[src/rtl/core/bmf_pkg.sv]
// Package for the binary median filter: payload structs and fixed field widths.
// No dependencies.
package bmf_pkg;

  localparam int CFG_W = 5;

  typedef struct packed {
    logic sample_bit;
    logic end_of_sequence;
  } bmf_in_t;

  typedef struct packed {
    logic filtered_bit;
    logic last_output;
  } bmf_out_t;

endpackage

[src/rtl/core/binary_median_filter.sv]
// Binary median filter top level: delay line, running ones count, flush control
// and output register. Depends on bmf_pkg.
//
// Majority vote over a window of 2h+1 bits with edge replication; outputs lag
// the input by h items. An ordinary item goes from the input register straight
// to the output register, and a new one may be accepted every cycle while the
// result side takes its items; a stalled result holds the input register, then
// the input. An item carrying end_of_sequence holds the input off while the h
// trailing copies of the last sample go one per cycle, while the result side
// takes them, through the same shift and count update, each giving one result
// once the window is full, the last one marked. No clearing pass after reset.
module binary_median_filter
  import bmf_pkg::*;
#(
  parameter int MAX_HALF = 16
) (
  input  logic            clk,
  input  logic            rst_n,
  input  logic            cfg_we,
  input  logic [CFG_W-1:0] cfg_wdata,
  input  logic            in_valid,
  output logic            in_stall,
  input  bmf_in_t         in_data,
  output logic            out_valid,
  input  logic            out_stall,
  output bmf_out_t        out_data
);

  localparam int WIN_D = 2 * MAX_HALF + 1;
  localparam int IDX_W = $clog2(WIN_D);
  localparam int HW    = IDX_W - 1;
  localparam int CW    = $clog2(WIN_D + 1);

  logic [HW-1:0]    half_r;
  logic [WIN_D-1:0] win_r, win_nxt;
  logic [CW-1:0]    ones_r, ones_nxt;
  logic [CW-1:0]    seen_r, seen_nxt;
  logic             flush_r, flush_nxt;
  logic [HW-1:0]    flush_cnt_r, flush_cnt_nxt;
  logic             fill_bit_r, fill_bit_nxt;
  logic             in_full_r, in_full_nxt;
  bmf_in_t          in_r;
  logic             out_valid_r, out_valid_nxt;
  bmf_out_t         out_r, out_nxt;

  logic             can_go;
  logic             consume;
  logic             push_bit;
  logic [IDX_W-1:0] tap;
  logic [CW-1:0]    len_c;
  logic [CW-1:0]    half_c;
  logic [CW-1:0]    push_ones;
  logic [CW-1:0]    push_seen;

  assign can_go   = !out_valid_r || !out_stall;
  assign consume  = can_go && in_full_r && !flush_r;
  assign in_stall = in_full_r && !consume;

  assign tap    = {half_r, 1'b0};
  assign len_c  = CW'({half_r, 1'b1});
  assign half_c = CW'(half_r);

  assign push_bit  = flush_r ? fill_bit_r : in_r.sample_bit;
  assign push_ones = ones_r - CW'(win_r[tap]) + CW'(push_bit);
  assign push_seen = (seen_r < len_c) ? seen_r + CW'(1) : seen_r;

  always_comb begin
    win_nxt       = win_r;
    ones_nxt      = ones_r;
    seen_nxt      = seen_r;
    flush_nxt     = flush_r;
    flush_cnt_nxt = flush_cnt_r;
    fill_bit_nxt  = fill_bit_r;
    out_valid_nxt = out_valid_r;
    out_nxt       = out_r;
    if (can_go) begin
      out_valid_nxt     = 1'b0;
      out_nxt.last_output = 1'b0;
      if (flush_r) begin
        win_nxt       = {win_r[WIN_D-2:0], push_bit};
        ones_nxt      = push_ones;
        seen_nxt      = push_seen;
        flush_cnt_nxt = flush_cnt_r - HW'(1);
        out_nxt.filtered_bit = push_ones > half_c;
        out_valid_nxt = push_seen >= len_c;
        if (flush_cnt_r == HW'(1)) begin
          out_nxt.last_output = 1'b1;
          flush_nxt = 1'b0;
          seen_nxt  = '0;
        end
      end else if (in_full_r) begin
        if (seen_r == '0) begin
          win_nxt  = {WIN_D{in_r.sample_bit}};
          ones_nxt = in_r.sample_bit ? len_c : '0;
          seen_nxt = half_c + CW'(1);
          out_nxt.filtered_bit = in_r.sample_bit;
          out_valid_nxt = (half_r == '0);
        end else begin
          win_nxt  = {win_r[WIN_D-2:0], push_bit};
          ones_nxt = push_ones;
          seen_nxt = push_seen;
          out_nxt.filtered_bit = push_ones > half_c;
          out_valid_nxt = push_seen >= len_c;
        end
        if (in_r.end_of_sequence) begin
          if (half_r == '0) begin
            out_nxt.last_output = 1'b1;
            seen_nxt = '0;
          end else begin
            flush_nxt     = 1'b1;
            flush_cnt_nxt = half_r;
            fill_bit_nxt  = in_r.sample_bit;
          end
        end
      end
    end
  end

  assign in_full_nxt = (in_valid && !in_stall) ? 1'b1 : (consume ? 1'b0 : in_full_r);

  always_ff @(posedge clk) begin
    if (!rst_n) begin
      half_r      <= HW'(1);
      ones_r      <= '0;
      seen_r      <= '0;
      flush_r     <= 1'b0;
      flush_cnt_r <= '0;
      in_full_r   <= 1'b0;
      out_valid_r <= 1'b0;
    end else begin
      in_full_r   <= in_full_nxt;
      out_valid_r <= out_valid_nxt;
      flush_cnt_r <= flush_cnt_nxt;
      if (cfg_we) begin
        half_r  <= (cfg_wdata > CFG_W'(MAX_HALF)) ? HW'(MAX_HALF) : HW'(cfg_wdata);
        ones_r  <= '0;
        seen_r  <= '0;
        flush_r <= 1'b0;
      end else begin
        ones_r  <= ones_nxt;
        seen_r  <= seen_nxt;
        flush_r <= flush_nxt;
      end
    end
  end

  always_ff @(posedge clk) begin
    win_r      <= win_nxt;
    fill_bit_r <= fill_bit_nxt;
    out_r      <= out_nxt;
    if (in_valid && !in_stall) begin
      in_r <= in_data;
    end
  end

  assign out_valid = out_valid_r;
  assign out_data  = out_r;

  a_flush_blocks_input: assert property (@(posedge clk) disable iff (!rst_n)
    flush_r && in_full_r |-> in_stall)
    else $error("input consumed during flush");

  a_flush_count: assert property (@(posedge clk) disable iff (!rst_n)
    flush_r |-> flush_cnt_r != '0)
    else $error("flush active with zero count");

  a_seen_bound: assert property (@(posedge clk) disable iff (!rst_n)
    seen_r <= len_c)
    else $error("samples seen beyond window");

  a_last_idle: assert property (@(posedge clk) disable iff (!rst_n)
    out_valid_r && out_r.last_output |-> !flush_r && seen_r == '0)
    else $error("sequence state left after last item");

endmodule

[config.mk]
export PLATFORM = sky130hd
export DESIGN_NAME = binary_median_filter
export DESIGN_NICKNAME = d
export VERILOG_FILES = /design/src/rtl/core/bmf_pkg.sv /design/src/rtl/core/binary_median_filter.sv
export SDC_FILE = /design/constraint.sdc
export NUM_CORES = 1
export LEC_CHECK = 0
export ABC_AREA = 0
export BUFFER_PORTS_ARGS = -buffer_cell sky130_fd_sc_hd__buf_2
export CAP_MARGIN = 20
export CORE_ASPECT_RATIO = 1.4
export CORE_MARGIN = 8
export CORE_UTILIZATION = 35
export DETAILED_ROUTE_END_ITERATION = 10
export GPL_TIMING_DRIVEN = 0
export MAX_ROUTING_LAYER = met4
export RECOVER_POWER = 25
export SYNTH_ARGS = -nofsm -noshare
export SYNTH_HDL_FRONTEND = slang
export SYNTH_SLANG_ARGS = --single-unit
[constraint.sdc]
create_clock -name clk -period 4.9 [get_ports clk]
set_clock_uncertainty 0.05 [all_clocks]
set_input_delay 0.245 -clock clk [delete_from_list [all_inputs] [get_ports clk]]
set_output_delay 0.245 -clock clk [all_outputs]
set_load 0.03 [all_outputs]
# ---- Word level (Yosys, flattened, before mapping)
# Cells that the tools add are included.
dict set report totals {
  reg_bits 63
  latch_bits 0
  ram_bits 0
  rom_bits 0
  in_bits 12
  out_inout_bits 4
  elab_cells 85
  n_memories 0
}
dict set report classes {
  addsub 5
  multipliers 0
  div 0
  n_lt_le_gt_ge 5
  eq_ne 2
  shifts 0
  muxes 38
  bitwise_logic 3
  n_reduce_logical 19
}
# operator count
set op_table {}
lappend op_table {{2-to-1 mux 33 bit} 3}
lappend op_table {{2-to-1 mux 6 bit} 11}
lappend op_table {{2-to-1 mux 5 bit} 5}
lappend op_table {{2-to-1 mux 1 bit} 16}
lappend op_table {{less-than comparator 6 x 7 -> 1 bit, second input constant} 1}
lappend op_table {{adder 5 x 1 -> 6 bit, second input constant} 1}
lappend op_table {{adder 6 x 1 -> 6 bit} 1}
lappend op_table {{adder 6 x 1 -> 6 bit, second input constant} 1}
lappend op_table {{>= comparator 6 bit} 1}
lappend op_table {{> comparator 6 x 5 -> 1 bit} 1}
lappend op_table {{zero test 6 bit} 1}
lappend op_table {{less-than comparator 6 bit} 1}
lappend op_table {{nonzero test 2 bit} 3}
lappend op_table {{subtractor 6 x 1 -> 6 bit} 1}
lappend op_table {{binary-select mux 1 bit (select 5 bit)} 1}
lappend op_table {{equality test 5 x 1 -> 1 bit, second input constant} 1}
lappend op_table {{> comparator 5 bit, second input constant} 1}
lappend op_table {{zero test 1 bit} 5}
lappend op_table {{zero test 5 bit} 1}
lappend op_table {{AND reduction 5 bit} 1}
lappend op_table {{subtractor 5 x 1 -> 5 bit, second input constant} 1}
lappend op_table {{logical AND 1 bit} 4}
lappend op_table {{2-to-1 mux 2 bit} 2}
lappend op_table {{AND reduction 4 bit} 1}
lappend op_table {{other kinds (5)} 7}

# ---- Longest topological paths before layout
dict set report depth {
  depth_word 9
  depth_mapped 18
  depth_no_buf 17
}

# ---- Worst setup path after synthesis
# Ideal clock, no wire load.
dict set report synth_path {
  kind {register -> register}
  startpoint {register half_r[0]}
  endpoint {register out_r (netlist bit out_data[1]) (data pin)}
  setup_ns 0.267
  arrival_time_ns 3.721
  required_time_ns 4.583
  setup_slack_ns 0.862
  stages_incl_launch_ff 19
  n_path_buf 1
  synth_period_minus_slack_ns 4.038
  path_cell_list {dfxtp_1 > clkbuf_1 > mux4_2 > a21oi_1 > a311o_1 > o31ai_1 > ha_1 > inv_1 > ha_1 > fa_1 > a21o_1 > a21oi_1 > xnor2_1 > ha_1 > and4_1 > a21oi_1 > o31a_1 > a2111oi_0 > nor2_1}
}
dict set report synth_via {
  elab_chain_len 8
}
# element line
set synth_rtl {}
lappend synth_rtl {{start: declaration} binary_median_filter.sv:34} ;# logic [HW-1:0] half_r;
lappend synth_rtl {{start signal: assignment} binary_median_filter.sv:135} ;# half_r <= (cfg_wdata > CFG_W'(MAX_HALF)) ? HW'(MAX_HALF) : HW'(cfg_wdata);
lappend synth_rtl {{binary-select mux 1 bit (select 5 bit)} binary_median_filter.sv:64} ;# assign push_ones = ones_r - CW'(win_r[tap]) + CW'(push_bit);
lappend synth_rtl {{2-to-1 mux 1 bit (implied by the code)} binary_median_filter.sv:64}
lappend synth_rtl {{subtractor 6 x 1 -> 6 bit} binary_median_filter.sv:64}
lappend synth_rtl {{adder 6 x 1 -> 6 bit} binary_median_filter.sv:64}
lappend synth_rtl {{> comparator 6 x 5 -> 1 bit (*)} {binary_median_filter.sv:84, binary_median_filter.sv:102}}
lappend synth_rtl {{2-to-1 mux 1 bit} binary_median_filter.sv:92} ;# if (seen_r == '0) begin
lappend synth_rtl {{2-to-1 mux 2 bit} binary_median_filter.sv:91} ;# end else if (in_full_r) begin
lappend synth_rtl {{2-to-1 mux 2 bit (*)} binary_median_filter.sv:79} ;# if (flush_r) begin
lappend synth_rtl {{end signal: assignment} binary_median_filter.sv:150} ;# out_r <= out_nxt;
lappend synth_rtl {{end: declaration} binary_median_filter.sv:44} ;# bmf_out_t out_r, out_nxt;
# Mark *: on every way between the ends. The rest lies on a longest branch, timed or not. The select of a mux whose other input is x is not followed.
# A chain may end at the register's enable or synchronous reset.

# ---- Worst setup path in the final report
# Same ends and word-level chain as after synthesis.

==> results.yml <==
floorplanning:
  core.rowCount: 45
  start_util: 0.355
  die_h_um: 139
  die-area_um2: 14500
  top_level_ports: 16
  die_x_um: 104
  coreArea_um2: 10700
clock_network:
  insertion_delay_ps: 320
  cts_inserted_buffers: 9
  cts_max_level: 3
  cts_root_buf: "clkbuf_16"
  cts_sinks: 63
  clock_path_buffers: 2
  cts_setup_buffers: 0
  cts_tree: "yes"
  clk_pin_slew_worst_paths_ps: 50
yosys:
  syn_nets: 405
  ys_seq_area_frac: 0.433
  synth-xor-area-share: 0.0254
  synthAdderAreaFrac: 0.0943
  synth_compound_area_frac: 0.214
  synth_edf_count: 38
  synth-simple-area-share: 0.128
  ys.flop_type: "edfxtp_1"
  yosysMostFrequentCell: "edfxtp_1"
  ys_ff_latch: 63
  yosys-top-cells-area: "edfxtp_1, dfxtp_1, ha_1"
  synthMuxAreaShare: 0.0475
  synth_top_area_frac: 0.301
  synth_top_family_by_area: "compound AO/OA/AOI/OAI gates"
  syn-mean-instance-area_um2: 10.4
  ys_top_cells_by_count: "edfxtp_1, a21o_1, a21oi_1, ha_1, dfxtp_1"
  syn_area_um2: 3790
  async_flop_share: 0
  synth_cell_type_count: 59
  synth_cells: 365
  synth_top_area_cell: "edfxtp_1"
  yosys_warnings: 0
critical_path:
  cp-endpoint: "out_data[1]$_DFFE_PP_"
  cp.arrival_ps: 4430
  endpoint_kind: "register"
  r2r-start: "half_r[0]$_SDFFE_PN1P_"
  critPathKind: "register to register"
  crit_required_ps: 4900
  cp-startpoint: "half_r[0]$_SDFFE_PN1P_"
  path_max_fanout: 7
  slowest_stage: "mux4_2"
  slowest_delay_ps: 540
  startpoint_type: "register"
  r2r_slack_ps: 470
  r2r-end: "out_data[1]$_DFFE_PP_"
  worstPathCellList: "clkbuf_2 -> mux4_2 -> a21oi_1 -> a311o_1 -> o31ai_1 -> ha_1 -> inv_1 -> ha_1 -> fa_1 -> a21o_1 -> a21oi_1 -> xnor2_1 -> ha_1 -> and4_1 -> a21oi_1 -> o31a_1 -> a2111oi_0 -> nor2_1"
  rr_worst_depth: 18
global_routing:
  globalRouteOverflowTotal: 0
  grt_pass1_vias: 2974
  antenna_found_initial: 0
  grt_use_total: 0.132
  grt_max_degree: 37
  grt_first_pass_wirelength_mm: 15.1
place:
  port_buffers: 15
  hpwl_mm: 6.59
  placed_area_um2: 4070
  routabilityCongestion: 0.816
timing:
  whs_ps: 60.6
  slew_headroom: -0.231
  tightestPinTransition_ps: 1850
  final.period_utilization: 0.903
  setup_violations: 0
  finalCriticalPeriod_ps: 4430
  slew_viol_final: 37
  rsz0062_at_grt: "false"
  tns_ps: 0
  fmax_ghz: 0.226
  final-hold-violation-count: 0
layout:
  nets: 432
  areaGrowthSynthToFinish_pct: 13.8
  drive_gt1_frac: 0.113
  seqCellArea_um2: 1640
  fill_cells: 1086
  diodes: 0
  multi_input_area_um2: 1930
  fin_area_um2: 4320
worst_hold_path:
  hold_class: "input pin to register"
run:
  drv_cap: 1
power:
  intPower_mw: 1.11
  power.leakage_nw: 1.75
  p_sw_frac: 0.265
  p_clk_frac: 0.408
  ir_worst_vdd_mv: 0.204
  seq_power_share: 0.415
  p_per_area_nw_per_um2: 351
  p_sw_mw: 0.402
  pwr-share-comb: 0.178
detailed_routing:
  drc: 0
  dr.pass1.iters: 7
  vias: 2931
  routed_via_density: 5.45
  drt_iter0_drc: 158
  postRouteAntennaNets: 0
  wl_per_cell_um: 17.1
  routed_wl_mm: 9.18
outcome:
  violations: "max-capacitance violations, max-slew violations"
  outcome: "finished, violations left"
-- critical path: cells and delay by family, from the launching register on --
family | cells | cell delay, ps
compound gates | 8 | 1210
flops | 1 | 410
mux | 1 | 540
fa+ha+maj | 4 | 1230
buf+inv | 2 | 320
simple gates | 2 | 280
xor+xnor | 1 | 120
-- power groups by stage --
stage | clock network, mW | logic, mW | registers, mW
finish | 0.618 | 0.269 | 0.629
global route | 0.647 | 0.304 | 0.632
CTS | 0.627 | 0.275 | 0.628
detailed placement | 0 | 0.272 | 0.639
global placement | 0 | 0.263 | 0.639
floorplan | 0 | 0.202 | 0.635
-- registers in the layout, summed over array words and instances, names as in the netlist --
name         flops
in_r             2
ones_r           6
in_full_r        1
fill_bit_r       1
seen_r           6
flush_r          1
win_r           33
out_data         2
half_r           5
flush_cnt_r      5
out_valid        1
-- worst min-delay path by stage --
stage	startpoint	slack, ps	depth (start not counted)	endpoint
after floorplan	rst_n	270	1	half_r[0]$_SDFFE_PN1P_
after global placement	in_r[1]$_DFFE_PP_	390	0	fill_bit_r$_DFFE_PP_
final	in_data[1]	60	1	in_r[1]$_DFFE_PP_
after detailed placement	in_data[1]	380	1	in_r[1]$_DFFE_PP_
after global routing	in_data[1]	50	1	in_r[1]$_DFFE_PP_
after CTS	in_data[1]	50	1	in_r[1]$_DFFE_PP_
-- cell families after synthesis --
kind of cell	Yosys count
fa+ha+maj	28
simple gates	86
flops	63
compound gates	120
mux	13
buf+inv	44
xor+xnor	11
-- cell usage in the layout (no fill, tap or decap), types with 7 or more instances in the layout --
cell type | Yosys | final
a21o_1 | 35 | 35
a21oi_1 | 27 | 27
a31oi_1 | 7 | 7
buf_2 | 4 | 15
clkbuf_1 | 14 | 21
clkbuf_16 | 0 | 9
dfxtp_1 | 25 | 25
edfxtp_1 | 38 | 38
ha_1 | 27 | 27
inv_1 | 19 | 19
mux2i_1 | 9 | 9
nand2_1 | 20 | 20
nand3_1 | 9 | 9
nor2_1 | 16 | 16
o21ai_0 | 15 | 16
xor2_1 | 7 | 7
-- cell type report --
class,count,area share
plain buffers,24,0.0293
multi-input cells,258,0.448
well taps,141,0.0409
inverters,20,0.0174
clock inverters,6,0.0142
flip-flops and latches,63,0.380
repair buffers,16,0.0171
clock buffers,10,0.0531
-- layer usage --
layer / GRT usage / vias up / routed length [um] / share of wire
met5: - / - / 0 / 0
met4: 0.0681 / 0 / 202 / 0.022
met3: 0.0214 / 16 / 233 / 0.025
met2: 0.225 / 61 / 4870 / 0.53
met1: 0.145 / 1430 / 3870 / 0.42
li1: - / 1424 / - / -
-- through the flow --
step                 util  total power [mW]  setup slack, ps  std cells
floorplan               -             0.837              862        365
global placement    0.378             0.902              371        521
detailed placement  0.380             0.910              347        522
CTS                 0.407              1.53              320        538
global route        0.403              1.58              132        538
finish              0.403              1.52              474        538
-- what timing repair did --
item,4_1_cts,5_1_grt
setup endpoints to repair,0,1
hold buffers,0,0
gates resized for setup,0,2
Power figures use the tool's default switching activity.
